--- src/hw/rtl/u8d_pkg.sv ---
// Shared types and constants for the UTF-8 stream decoder.
package u8d_pkg;

    localparam int unsigned CP_W = 21;

    localparam logic [CP_W-1:0] REPLACEMENT_CP = 21'h00FFFD;

    // Byte class patterns and payload masks
    localparam logic [7:0] LEAD2_MASK = 8'hE0;
    localparam logic [7:0] LEAD2_CODE = 8'hC0;
    localparam logic [7:0] LEAD3_MASK = 8'hF0;
    localparam logic [7:0] LEAD3_CODE = 8'hE0;
    localparam logic [7:0] LEAD4_MASK = 8'hF8;
    localparam logic [7:0] LEAD4_CODE = 8'hF0;
    localparam logic [7:0] CONT_MASK  = 8'hC0;
    localparam logic [7:0] CONT_CODE  = 8'h80;
    localparam logic [7:0] BITS2_MASK = 8'h1F;
    localparam logic [7:0] BITS3_MASK = 8'h0F;
    localparam logic [7:0] BITS4_MASK = 8'h07;
    localparam logic [7:0] CONT_BITS  = 8'h3F;

    // Sequence lengths; zero means no sequence open
    localparam logic [2:0] SEQ_NONE = 3'd0;
    localparam logic [2:0] SEQ_LEN2 = 3'd2;
    localparam logic [2:0] SEQ_LEN3 = 3'd3;
    localparam logic [2:0] SEQ_LEN4 = 3'd4;

    typedef struct packed {
        logic [7:0] in_byte;
        logic       end_of_text;
    } byte_word_t;

    typedef struct packed {
        logic [CP_W-1:0] code_point;
        logic            run_last;
        logic            text_done;
    } cp_word_t;

endpackage

--- src/hw/rtl/u8d_byte_if.sv ---
// Byte channel: valid/ready handshake carrying one text byte per word.
interface u8d_byte_if;
    logic                valid;
    logic                ready;
    u8d_pkg::byte_word_t payload;

    modport source (output valid, output payload, input ready);
    modport sink   (input valid, input payload, output ready);
endinterface

--- src/hw/rtl/u8d_cp_if.sv ---
// Code point channel: valid/ready handshake carrying one decoded code point per word.
interface u8d_cp_if;
    logic              valid;
    logic              ready;
    u8d_pkg::cp_word_t payload;

    modport source (output valid, output payload, input ready);
    modport sink   (input valid, input payload, output ready);
endinterface

--- src/hw/rtl/utf8_stream_decoder.sv ---
// UTF-8 stream decoder: bytes in, code points out, U+FFFD for broken input.
//
//  channel       dir  word                                   handshake
//  byte_stream   in   in_byte[7:0], end_of_text              valid / ready
//  code_stream   out  code_point[20:0], run_last, text_done  valid / ready
//
// Each byte is decoded in the cycle it is taken and its results land in a
// burst register: up to three replacement words followed by at most one tail word.
// One word leaves per cycle while code_stream is ready; a byte is taken once
// the burst is empty or as the last word of the previous burst leaves.
// Reset clears the open sequence and empties the burst register.
module utf8_stream_decoder
(
    input  logic               clk,
    input  logic               rst_n,
    u8d_byte_if.sink           byte_stream,
    u8d_cp_if.source           code_stream
);
    import u8d_pkg::*;

    // Decoder state
    logic [CP_W-1:0] partial_reg, partial_next;
    logic [2:0]      seq_len_reg, seq_len_next;
    logic [1:0]      taken_reg, taken_next;

    // Burst register
    logic [1:0]      rep_reg, rep_next;
    logic            tail_valid_reg, tail_valid_next;
    logic [CP_W-1:0] tail_cp_reg, tail_cp_next;
    logic            last_reg, last_next;

    logic            in_fire, out_fire, burst_ends;
    logic [7:0]      b;
    logic            last_in, is_cont, completes;
    logic [2:0]      fresh_len;
    logic [CP_W-1:0] fresh_bits;
    logic [CP_W-1:0] shifted;

    // Output side
    always_comb
    begin
        code_stream.valid              = (rep_reg != 2'd0) || tail_valid_reg;
        code_stream.payload.code_point = (rep_reg != 2'd0) ? REPLACEMENT_CP : tail_cp_reg;
        code_stream.payload.run_last   = (rep_reg == 2'd0)
                                         || (rep_reg == 2'd1 && !tail_valid_reg);
        code_stream.payload.text_done  = code_stream.payload.run_last && last_reg;
    end

    assign out_fire   = code_stream.valid && code_stream.ready;
    assign burst_ends = out_fire && code_stream.payload.run_last;

    // Take a new byte once the burst is empty or its last word leaves now
    assign byte_stream.ready = !code_stream.valid || burst_ends;
    assign in_fire           = byte_stream.valid && byte_stream.ready;

    assign b         = byte_stream.payload.in_byte;
    assign last_in   = byte_stream.payload.end_of_text;
    assign is_cont   = (b & CONT_MASK) == CONT_CODE;
    assign completes = ({1'b0, taken_reg} + 3'd2) >= seq_len_reg;
    assign shifted   = {partial_reg[CP_W-7:0], b[5:0]};

    // Lead byte classification
    always_comb
    begin
        fresh_len  = SEQ_NONE;
        fresh_bits = '0;
        if ((b & LEAD2_MASK) == LEAD2_CODE)
        begin
            fresh_len  = SEQ_LEN2;
            fresh_bits = {13'd0, b & BITS2_MASK};
        end
        else if ((b & LEAD3_MASK) == LEAD3_CODE)
        begin
            fresh_len  = SEQ_LEN3;
            fresh_bits = {13'd0, b & BITS3_MASK};
        end
        else if ((b & LEAD4_MASK) == LEAD4_CODE)
        begin
            fresh_len  = SEQ_LEN4;
            fresh_bits = {13'd0, b & BITS4_MASK};
        end
    end

    always_comb
    begin
        partial_next    = partial_reg;
        seq_len_next    = seq_len_reg;
        taken_next      = taken_reg;
        rep_next        = rep_reg;
        tail_valid_next = tail_valid_reg;
        tail_cp_next    = tail_cp_reg;
        last_next       = last_reg;

        // Advance the burst
        if (out_fire)
        begin
            if (rep_reg != 2'd0)
            begin
                rep_next = rep_reg - 2'd1;
            end
            else
            begin
                tail_valid_next = 1'b0;
            end
        end

        if (in_fire)
        begin
            rep_next        = 2'd0;
            tail_valid_next = 1'b0;
            tail_cp_next    = REPLACEMENT_CP;
            last_next       = last_in;

            if (seq_len_reg != SEQ_NONE && is_cont && completes)
            begin
                tail_valid_next = 1'b1;
                tail_cp_next    = shifted;
                seq_len_next    = SEQ_NONE;
                taken_next      = 2'd0;
                partial_next    = '0;
            end
            else if (seq_len_reg != SEQ_NONE && is_cont && !last_in)
            begin
                partial_next = shifted;
                taken_next   = taken_reg + 2'd1;
            end
            else
            begin
                // Broken sequence: flush the lead and buffered bytes, then decode afresh
                if (seq_len_reg != SEQ_NONE)
                begin
                    rep_next = taken_reg + 2'd1;
                end
                seq_len_next = SEQ_NONE;
                taken_next   = 2'd0;
                partial_next = '0;
                if (b[7] == 1'b0)
                begin
                    tail_valid_next = 1'b1;
                    tail_cp_next    = {13'd0, b};
                end
                else if (fresh_len == SEQ_NONE || last_in)
                begin
                    tail_valid_next = 1'b1;
                end
                else
                begin
                    seq_len_next = fresh_len;
                    partial_next = fresh_bits;
                end
            end

            // Close any open sequence at the end of the text
            if (last_in)
            begin
                seq_len_next = SEQ_NONE;
                taken_next   = 2'd0;
                partial_next = '0;
            end
        end
    end

    always_ff @(posedge clk or negedge rst_n)
    begin
        if (!rst_n)
        begin
            partial_reg    <= '0;
            seq_len_reg    <= SEQ_NONE;
            taken_reg      <= 2'd0;
            rep_reg        <= 2'd0;
            tail_valid_reg <= 1'b0;
        end
        else
        begin
            partial_reg    <= partial_next;
            seq_len_reg    <= seq_len_next;
            taken_reg      <= taken_next;
            rep_reg        <= rep_next;
            tail_valid_reg <= tail_valid_next;
        end
    end

    // Payload of the burst, no reset needed
    always_ff @(posedge clk)
    begin
        tail_cp_reg <= tail_cp_next;
        last_reg    <= last_next;
    end

endmodule
--- src/flat_wrapper.sv ---
// flat-port wrapper written by rule: the top's interface ports become plain ports
module utf8_stream_decoder_flat import u8d_pkg::*;
  (clk, rst_n, byte_stream_valid, byte_stream_payload, byte_stream_ready, code_stream_valid, code_stream_payload, code_stream_ready);
  u8d_byte_if byte_stream_i ();
  u8d_cp_if code_stream_i ();
  input  logic clk;
  input  logic rst_n;
  input wire logic [$bits(byte_stream_i.valid)-1:0] byte_stream_valid;
  input wire logic [$bits(byte_stream_i.payload)-1:0] byte_stream_payload;
  output wire logic [$bits(byte_stream_i.ready)-1:0] byte_stream_ready;
  output wire logic [$bits(code_stream_i.valid)-1:0] code_stream_valid;
  output wire logic [$bits(code_stream_i.payload)-1:0] code_stream_payload;
  input wire logic [$bits(code_stream_i.ready)-1:0] code_stream_ready;
  assign byte_stream_i.valid = byte_stream_valid;
  assign byte_stream_i.payload = byte_stream_payload;
  assign byte_stream_ready = byte_stream_i.ready;
  assign code_stream_valid = code_stream_i.valid;
  assign code_stream_payload = code_stream_i.payload;
  assign code_stream_i.ready = code_stream_ready;
  utf8_stream_decoder u_core (.clk(clk), .rst_n(rst_n), .byte_stream(byte_stream_i), .code_stream(code_stream_i));
endmodule
--- config.mk ---
export PLATFORM = sky130hd
export DESIGN_NAME = utf8_stream_decoder_flat
export DESIGN_NICKNAME = d
export VERILOG_FILES = /design/src/hw/rtl/u8d_pkg.sv /design/src/hw/rtl/u8d_byte_if.sv /design/src/hw/rtl/u8d_cp_if.sv /design/src/hw/rtl/utf8_stream_decoder.sv /design/src/flat_wrapper.sv
export SDC_FILE = /design/constraint.sdc
export NUM_CORES = 1
export LEC_CHECK = 0
export ABC_AREA = 1
export BUFFER_PORTS_ARGS = -buffer_cell sky130_fd_sc_hd__buf_2
export CAP_MARGIN = 5
export CORE_MARGIN = 5
export CORE_UTILIZATION = 25
export CTS_BUF_LIST = sky130_fd_sc_hd__clkbuf_4
export CTS_CLUSTER_DIAMETER = 80
export DETAILED_ROUTE_END_ITERATION = 7
export HOLD_SLACK_MARGIN = 0.08
export PLACE_DENSITY = 0.47
export SETUP_SLACK_MARGIN = 0.02
export SLEW_MARGIN = 10
export SYNTH_ARGS = -nofsm -noshare
export SYNTH_HDL_FRONTEND = slang
export SYNTH_SLANG_ARGS = --single-unit
--- constraint.sdc ---
create_clock -name clk -period 1.6 [get_ports clk]
set_input_delay 0.16 -clock clk [delete_from_list [all_inputs] [get_ports clk]]
set_output_delay 0.16 -clock clk [all_outputs]
set_load 0.01 [all_outputs]
Word-level counts from Yosys, hierarchy flattened
Cells that the tools add are included.
{"block": "totals", "output_inout_bits": 25, "ff_bits": 45, "input_bits": 13, "wordCells": 78}
{"block": "classes", "order_cmp": 1, "muxes": 36, "n_reduce_logical": 24, "addsub": 3, "n_eq_ne": 7}
{"cell": "$mux 15", "count": 6}
{"cell": "$mux 21", "count": 3}
{"cell": "$mux 3", "count": 9}
{"cell": "$mux 2", "count": 9}
{"cell": "$mux 16", "count": 1}
{"cell": "$logic_and 1x1->1", "count": 8}
{"cell": "$mux 1", "count": 7}
{"cell": "$reduce_and 2->1", "count": 3}
{"cell": "$reduce_bool 2->1", "count": 3}
{"cell": "$eq 5x5->1 const B", "count": 1}
{"cell": "$eq 4x4->1 const B", "count": 1}
{"cell": "$logic_or 1x1->1", "count": 4}
{"cell": "$mux 4", "count": 1}
{"cell": "$add 2x2->3 const B", "count": 1}
{"cell": "$eq 3x3->1 const B", "count": 1}
{"cell": "$ge 3x3->1", "count": 1}
{"cell": "$logic_not 1->1", "count": 3}
{"cell": "$logic_not 3->1", "count": 1}
{"cell": "$ne 3x2->1 const B", "count": 1}
{"cell": "$reduce_bool 3->1", "count": 1}
{"cell": "$add 2x1->2 const B", "count": 1}
{"cell": "$eq 2x1->1 const B", "count": 1}
{"cell": "$eq 2x2->1 const B", "count": 1}
{"cell": "$logic_not 2->1", "count": 1}
{"cell": "other kinds (2)", "count": 2}

Logic depth before layout (Yosys ltp)
Gate-level depths: netlist of run 1.
{"block": "logic_depth", "ltp_word": 11, "mapped_depth": 11}

Least setup slack after synthesis of run 1
Ideal clock, no wire load.
{"block": "synth_path", "path_type": "reg2reg", "startpoint": "register u_core.rep_reg[0]", "endpoint": "register u_core.last_reg (enable)", "t_required_ps": 1282, "slack_ps": -66, "stages_incl_launch_ff": 10, "arrival_ps": 1349, "n_path_buf": 3, "cell_sequence": "dfrtp_1 inv_1 ha_1 buf_6 nand2_4 nand2_4 nand3_4 inv_2 buf_6 buf_6"}
{"block": "synth_between", "elab_chain_cells": 6}
{"element": "from (decl)", "line_no": "utf8_stream_decoder.sv:27", "text": "logic [1:0] rep_reg, rep_next;"}
{"element": "from (signal assigned)", "line_no": "utf8_stream_decoder.sv:178", "text": "rep_reg <= rep_next;"}
{"element": "$reduce_bool 2->1 (*)", "line_no": "utf8_stream_decoder.sv:42", "text": "code_stream.valid = (rep_reg != 2'd0) || tail_valid_reg;"}
{"element": "$logic_or 1x1->1 (*)", "line_no": "utf8_stream_decoder.sv:42"}
{"element": "named net code_stream_valid", "line_no": "flat_wrapper.sv:11", "text": "output wire logic [$bits(code_stream_i.valid)-1:0] code_stream_valid;"}
{"element": "$logic_and 1x1->1", "line_no": "utf8_stream_decoder.sv:49", "text": "assign out_fire = code_stream.valid && code_stream.ready;"}
{"element": "$logic_and 1x1->1", "line_no": "utf8_stream_decoder.sv:50", "text": "assign burst_ends = out_fire && code_stream.payload.run_last;"}
{"element": "$logic_or 1x1->1 (*)", "line_no": "utf8_stream_decoder.sv:53", "text": "assign byte_stream.ready = !code_stream.valid || burst_ends;"}
{"element": "$logic_and 1x1->1 (*)", "line_no": "utf8_stream_decoder.sv:54", "text": "assign in_fire = byte_stream.valid && byte_stream.ready;"}
{"element": "named net u_core.in_fire", "line_no": "utf8_stream_decoder.sv:32", "text": "logic in_fire, out_fire, burst_ends;"}
{"element": "to (signal assigned)", "line_no": "utf8_stream_decoder.sv:187", "text": "last_reg <= last_next;"}
{"element": "to (decl)", "line_no": "utf8_stream_decoder.sv:30", "text": "logic last_reg, last_next;"}
The timed path passes the listed nets; every way through them passes the cells marked *.
A chain may end at the register's enable or synchronous reset.

Final worst setup path of run 1
{"block": "layout_path", "startpoint": "register u_core.rep_reg[0]", "endpoint": "output byte_stream_ready"}
{"block": "layout_between", "elab_chain_cells": 5}
{"element": "$eq 2x1->1 or $reduce_bool 2->1 (tied branches)", "line_no": "utf8_stream_decoder.sv:45, utf8_stream_decoder.sv:42"}
{"element": "$logic_and 1x1->1 or $logic_or 1x1->1 (tied branches)", "line_no": "utf8_stream_decoder.sv:45, utf8_stream_decoder.sv:42"}
{"element": "$logic_or 1x1->1 or $logic_and 1x1->1 (tied branches)", "line_no": "utf8_stream_decoder.sv:45, utf8_stream_decoder.sv:49"}
{"element": "$logic_and 1x1->1", "line_no": "utf8_stream_decoder.sv:50"}
{"element": "$logic_or 1x1->1 (*)", "line_no": "utf8_stream_decoder.sv:53"}
{"element": "to (decl)", "line_no": "flat_wrapper.sv:10", "text": "output wire logic [$bits(byte_stream_i.ready)-1:0] byte_stream_ready;"}
Every way passes the cells marked *; elsewhere a longest branch is shown, timed or not.

==> run_results.csv, run 1 <==
group,metric,value,unit
status,outcome,"finished, violations left",
status,violations,"setup timing",
synthesis,synth_edf_count,22,
worst_setup_path,cp.arrival,1.55,ns
worst_setup_path,worstSetupPathType,"register to primary output",
synthesis,async_flop_share,51.1,%
final_layout,regArea,1240,um^2
drt,ant_nets,0,
synthesis,synthTopCellsByCount,"nand2_1 (50), inv_1 (34), dfrtp_1 (23), edfxtp_1 (22), nand3_1 (20)",
power_and_ir_drop,intPower,3.44,mW
final_layout,final_cell_area,3890,um^2
drt,drtIter0Drc,85,
drt,firstDrtPassIters,4,
worst_setup_path,critPathLaunch,"u_core.rep_reg[0]",
global_routing,grt_pass1_wl,9.55,mm
synthesis,synth.largest_area_cell,"edfxtp_1",
worst_setup_path,setup.worst_path.start_class,"register",
final_layout,final_util,42.1,%
synthesis,yosysWarningCount,0,
worst_setup_path,ff2ff_path_depth,12,
power_and_ir_drop,combPwrFrac,57.3,%
worst_setup_path,end_kind,"primary output",
worst_setup_path,r2r_setup_slack,-0.08,ns
worst_setup_path,crit_path_cell_trace,"inv_2, ha_4, buf_6, nand2_4, nand2_4, buf_6, nand2_2, inv_2, buf_6",
worst_setup_path,cp_max_fo,2,
synthesis,yosysSeqAreaShare,52.0,%
timing,skew,0.0203,ns
power_and_ir_drop,swShare,35.7,%
clocking,worstSkewPairLatency,0.36,ns
clocking,clk_pin_slew,0.13,ns
clocking,cts_root_buffer,"clkbuf_4",
power_and_ir_drop,switchingPower,1.91,mW
global_routing,globalRoute.totalOverflow,0,
power_and_ir_drop,power_frac_clock,13.8,%
global_routing,grt_usage,10.5,%
clocking,cts_buffer_depth,2,
hold_path,hp-class,"primary input to register",
synthesis,ys_types,31,
clocking,cts_buffers,5,
placed_design,dp_hpwl,3.96,mm
global_routing,grt_antenna_before_repair,0,
timing,setup_viol,78,
final_layout,multi_input_area,1250,um^2
worst_setup_path,r2r_start,"u_core.rep_reg[1]",
placed_design,dp.cells,440,
placed_design,place.gp.congestion,0.794,
final_layout,largest_register_ffs,21,
timing,rsz0062_at_grt,"yes",
final_layout,nFillCells,875,
synthesis,synth.cell_area,2380,um^2
synthesis,synthCells,256,
drt,routed_wl,6.10,mm
hold_path,min_path_cells,3,
synthesis,synthTopCellsByArea,"edfxtp_1 (28%), dfrtp_1 (24%), nand2_1 (7.9%)",
timing,fin_crit_sh,107,%
synthesis,synthesis.nets,274,
power_and_ir_drop,seq_power_share,28.8,%
final_layout,area.growth.synth_to_final,63.5,%
placed_design,dp_slack,-0.178,ns
drt,vias,1989,
timing,holdWs,0.121,ns
worst_setup_path,r2r-end,"u_core.tail_valid_reg",
power_and_ir_drop,ir_worst_vdd,0.000415,V
synthesis,synth-seq-cells,45,
global_routing,grt_max_degree,24,
timing,setup_tns,-3.64,ns
power_and_ir_drop,power.leakage,1.72,nW
power_and_ir_drop,power,5.35,mW
global_routing,grt_pass1_vias,1940,
worst_setup_path,crit_path_end,"byte_stream_ready",
run,cap_viol_max_count,0,
final_layout,antennaDiodeCount,0,
worst_setup_path,worst_path_max_delay_cell,"dfrtp_1",
timing,slew_viol_final,0,
timing,fin_crit,1.71,ns
worst_setup_path,required,1.44,ns
clocking,cts_tree,"built",
power_and_ir_drop,power.density,1380,nW/um^2
synthesis,netlist.area_leader.share,27.8,%
placed_design,placed_cell_area,2920,um^2
synthesis,syn_area_per_cell,9.29,um^2
floorplanning,die_h,108,um
floorplanning,rows,35,
final_layout,drive_gt1_share,57.7,%
floorplanning,core,9240,um^2
timing,timing.final.ws_setup,-0.113,ns
clocking,h-tree-depth,2,
floorplanning,io_pins,38,
clocking,numClockSinks,45,
timing,max_freq,0.584,GHz
floorplanning,die_area,11600,um^2
timing,hold_violations,0,
timing,slew_headroom,61.2,%
synthesis,synth-main-ff-cell,"dfrtp_1",
drt,viasPerCell,4.20,
floorplanning,start_util,25.7,%
drt,drc,0,
worst_setup_path,slowest_delay,0.41,ns
drt,wl_per_cell,12.9,um
placed_design,portBuffers,37,
floorplanning,die_x,108,um
synthesis,synth.most_common_cell,"nand2_1",
final_layout,nNetsFinal,362,
worst_setup_path,cpMostUsedCell,"buf_6",
timing,worst_pin_slew,0.582,ns
final_layout,final_cells,474,
-- critical path: cells and delay by family (launching register included) --
kind | cells | cell delay [ns]
buffers and inverters | 5 | 0.44
adders and majority gates | 1 | 0.17
and+or+nand+nor | 3 | 0.17
DFF | 1 | 0.41
-- what timing repair did --
action,4_1_cts,5_1_grt
hold endpoints to repair,31,0
pin swaps,14,23
endpoints found under the setup margin,88,86
buffers inserted,7,5
gates resized for setup,92,63
hold buffers,7,0
cloned,4,3
-- layout make-up --
type / count / area share (%)
repair buffers: 89 / 24.7
inverters: 40 / 4.89
clock buffers: 6 / 1.16
clock inverters: 2 / 0.997
repair inverters: 1 / 0.161
well taps: 129 / 4.15
multi-input cells: 162 / 32.1
flip-flops and latches: 45 / 31.8
-- power by group through the flow --
| stage | clock network, mW | registers, mW | logic [mW] |
|---|---|---|---|
| 6_report | 0.739 | 1.54 | 3.07 |
| 3_3_place_gp | 0 | 1.54 | 1.74 |
| 5_1_grt | 0.807 | 1.57 | 3.32 |
| 2_1_floorplan | 0 | 1.53 | 1.14 |
| 3_5_place_dp | 0 | 1.54 | 1.75 |
| 4_1_cts | 0.762 | 1.53 | 2.58 |
-- how the worst min path moves through the flow --
stage,end,slack [ns],start
after floorplan,u_core.partial_reg[0],-0.14,rst_n
after global placement,u_core.seq_len_reg[1],0.18,rst_n
after detailed placement,u_core.seq_len_reg[0],0.20,rst_n
after CTS,u_core.seq_len_reg[2],0.12,byte_stream_payload[5]
after global routing,u_core.seq_len_reg[2],0.11,byte_stream_payload[5]
final,u_core.seq_len_reg[2],0.12,byte_stream_payload[5]
-- layout by cell type (no fill, tap or decap), types with 15 or more instances in the layout --
cell,Yosys,final
dfrtp_1,23,22
edfxtp_1,22,22
buf_6,4,31
buf_4,1,18
nand2_1,50,25
nand2_2,12,29
or2_4,0,15
inv_1,34,27
buf_2,2,18
-- routing by layer --
| layer | global-route usage [%] | routed length [um] | vias to the layer above |
|---|---|---|---|
| met4 | 2.43 | 99 | 0 |
| met3 | 2.52 | 222 | 10 |
| met1 | 13.1 | 2470 | 952 |
| li1 | - | - | 998 |
| met2 | 18.2 | 3300 | 29 |
| met5 | 0 | 0 | - |
-- cell families after synthesis --
group | Yosys count | synth area share [%]
buffers and inverters | 49 | 10.2
adders and majority gates | 5 | 2.63
DFF | 45 | 52.0
and+or+nand+nor | 131 | 29.7
AOI/OAI and AO/OA | 26 | 5.58
(Power assumes the default switching activity.)
==> inputs of run 2 (changes only) <==
--- a/config.mk
+++ b/config.mk
@@ -8,15 +8,16 @@
 export ABC_AREA = 1
 export BUFFER_PORTS_ARGS = -buffer_cell sky130_fd_sc_hd__buf_2
 export CAP_MARGIN = 5
+export CELL_PAD_IN_SITES_DETAIL_PLACEMENT = 1
+export CELL_PAD_IN_SITES_GLOBAL_PLACEMENT = 2
 export CORE_MARGIN = 5
 export CORE_UTILIZATION = 25
 export CTS_BUF_LIST = sky130_fd_sc_hd__clkbuf_4
 export CTS_CLUSTER_DIAMETER = 80
 export DETAILED_ROUTE_END_ITERATION = 7
 export HOLD_SLACK_MARGIN = 0.08
-export PLACE_DENSITY = 0.47
+export PLACE_DENSITY = 0.67
 export SETUP_SLACK_MARGIN = 0.02
-export SLEW_MARGIN = 10
 export SYNTH_ARGS = -nofsm -noshare
 export SYNTH_HDL_FRONTEND = slang
 export SYNTH_SLANG_ARGS = --single-unit
==> run_results.csv, run 2 (synthesis gave the netlist of run 1 again) <==
group,metric,value,unit
status,outcome,"finished, violations left",
status,violations,"setup timing",
final_layout,antennaDiodeCount,0,
timing,rsz0062_at_grt,"yes",
final_layout,drive_gt1_share,61.7,%
timing,max_freq,0.564,GHz
timing,skew,0.00756,ns
floorplanning,start_util,25.7,%
hold_path,hp-class,"primary input to register",
clocking,clk_pin_slew,0.14,ns
final_layout,largest_register_ffs,21,
final_layout,final_cell_mix,"buf_6 (32), inv_1 (29), nand2_2 (28), nand2_1 (25)",
timing,timing.final.ws_setup,-0.173,ns
placed_design,place.gp.congestion,0.734,
drt,drtIter0Drc,55,
power_and_ir_drop,ir_worst_vdd,0.000388,V
floorplanning,die_x,108,um
global_routing,grt_usage,13.4,%
timing,fin_crit,1.77,ns
power_and_ir_drop,combPwrFrac,61.5,%
power_and_ir_drop,switchingPower,2.08,mW
timing,fin_crit_sh,111,%
drt,drc,0,
power_and_ir_drop,power_frac_clock,10.4,%
timing,setup_viol,89,
clocking,worstSkewPairLatency,0.37,ns
clocking,h-tree-depth,2,
worst_setup_path,setup.worst_path.start_class,"register",
drt,vias,2084,
global_routing,globalRoute.totalOverflow,0,
global_routing,grt_pass1_wl,12.0,mm
drt,firstDrtPassIters,4,
timing,hold_violations,0,
floorplanning,rows,35,
global_routing,grt_antenna_before_repair,0,
worst_setup_path,r2r_setup_slack,-0.17,ns
clocking,cts_buffer_depth,2,
worst_setup_path,worstSetupPathType,"register to register",
final_layout,final_common_cell,"buf_6",
power_and_ir_drop,intPower,3.41,mW
power_and_ir_drop,swShare,37.9,%
worst_setup_path,end_kind,"register",
power_and_ir_drop,seq_power_share,28.2,%
final_layout,multi_input_area,1330,um^2
final_layout,area.growth.synth_to_final,71.5,%
clocking,numClockSinks,45,
drt,wl_per_cell,15.8,um
clocking,cts_root_buffer,"clkbuf_4",
worst_setup_path,required,1.88,ns
run,cap_viol_max_count,0,
worst_setup_path,cp.arrival,2.06,ns
clocking,cts_buffers,5,
timing,worst_pin_slew,0.604,ns
placed_design,portBuffers,37,
global_routing,grt_pass1_vias,2306,
timing,setup_tns,-8.24,ns
placed_design,dp_hpwl,4.52,mm
drt,routed_wl,7.58,mm
timing,slew_viol_final,0,
placed_design,dp_slack,-0.0966,ns
floorplanning,die_h,108,um
timing,slew_headroom,59.7,%
global_routing,grt_max_degree,24,
power_and_ir_drop,power.leakage,1.80,nW
floorplanning,die_area,11600,um^2
floorplanning,core,9240,um^2
final_layout,nFillCells,1014,
final_layout,nNetsFinal,367,
final_layout,regArea,1240,um^2
worst_setup_path,cp_max_fo,8,
drt,ant_nets,0,
drt,viasPerCell,4.35,
clocking,cts_tree,"built",
floorplanning,io_pins,38,
power_and_ir_drop,power.density,1340,nW/um^2
run 2: changes by cell type in the layout (fill, tap and decap cells not counted), moves of 2 or more:
cell,delta
o21ai_1,-4
nor2_2,+4
nand3_1,-6
o21ai_2,+3
inv_2,-3
inv_1,+2
nor2_1,-4
buf_12,+4
buf_4,-2
buf_16,+3
nand3_2,+5
run 2: per-layer routing:
| layer | global-route usage, % | up-vias | wire, um |
|---|---|---|---|
| li1 | - | 1014 | - |
| met1 | 16.9 | 1030 | 3170 |
| met2 | 24.2 | 35 | 4130 |
| met3 | 2.04 | 5 | 206 |
| met4 | 2.98 | 0 | 78 |
| met5 | 0 | - | 0 |
run 2: path summary, 6_finish.rpt:
kind | depth (start not counted) | endpoint | startpoint
max in group asynchronous | 2 | u_core.taken_reg[1] | rst_n
hold / removal | 3 | u_core.seq_len_reg[2] | byte_stream_payload[5]
hold reg to reg | 2 | u_core.tail_valid_reg | u_core.tail_valid_reg
min in group asynchronous | 2 | u_core.partial_reg[1] | rst_n
setup / recovery | 12 | u_core.partial_reg[0] | u_core.rep_reg[0]
setup reg to reg | 12 | u_core.partial_reg[0] | u_core.rep_reg[0]
run 2: final cells by class:
type	instances	share of cell area, %
Multi-Input combinational cell	162	32.7
Sequential cell	45	30.3
Timing Repair Buffer	94	26.6
Inverter	40	4.85
Tap cell	129	3.96
Clock buffer	5	0.920
Clock inverter	3	0.429
Timing Repair inverter	1	0.215
run 2: worst max-delay path, stage by stage (launching register included):
cell	delay, ns
dfrtp_1	0.39
inv_2	0.06
ha_4	0.19
buf_6	0.12
nand2_4	0.07
nand2_4	0.05
buf_6	0.11
nand3_4	0.11
clkinv_8	0.12
buf_12	0.17
buf_12	0.13
nand4_1	0.09
nand2_1	0.05
run 2: what timing repair did:
item | 4_1_cts | 5_1_grt
gates resized for setup | 127 | 50
cloned | 9 | 2
setup endpoints to repair | 86 | 91
buffers inserted | 14 | 9
endpoints found under the hold margin | 29 | 1
pin swaps | 22 | 26
hold buffers | 6 | 1
run 2: metrics by stage:
stage	hold WS, ns	instance area (um^2)	util (%)	total power [mW]	cells
2_1_floorplan	-0.136	2440	-	2.66	256
3_3_place_gp	0.196	2930	31.7	3.36	434
3_5_place_dp	0.199	2930	31.7	3.38	434
4_1_cts	0.0933	3810	41.3	5.11	470
5_1_grt	0.124	4080	44.2	5.79	479
6_report	0.105	4080	44.2	5.49	479
run 2: power groups by stage:
stage          clock network [mW]  registers, mW  logic (mW)
2_1_floorplan                   0           1.53        1.14
3_3_place_gp                    0           1.54        1.81
3_5_place_dp                    0           1.55        1.83
4_1_cts                     0.571           1.54        3.00
5_1_grt                     0.627           1.56        3.60
6_report                    0.569           1.55        3.37
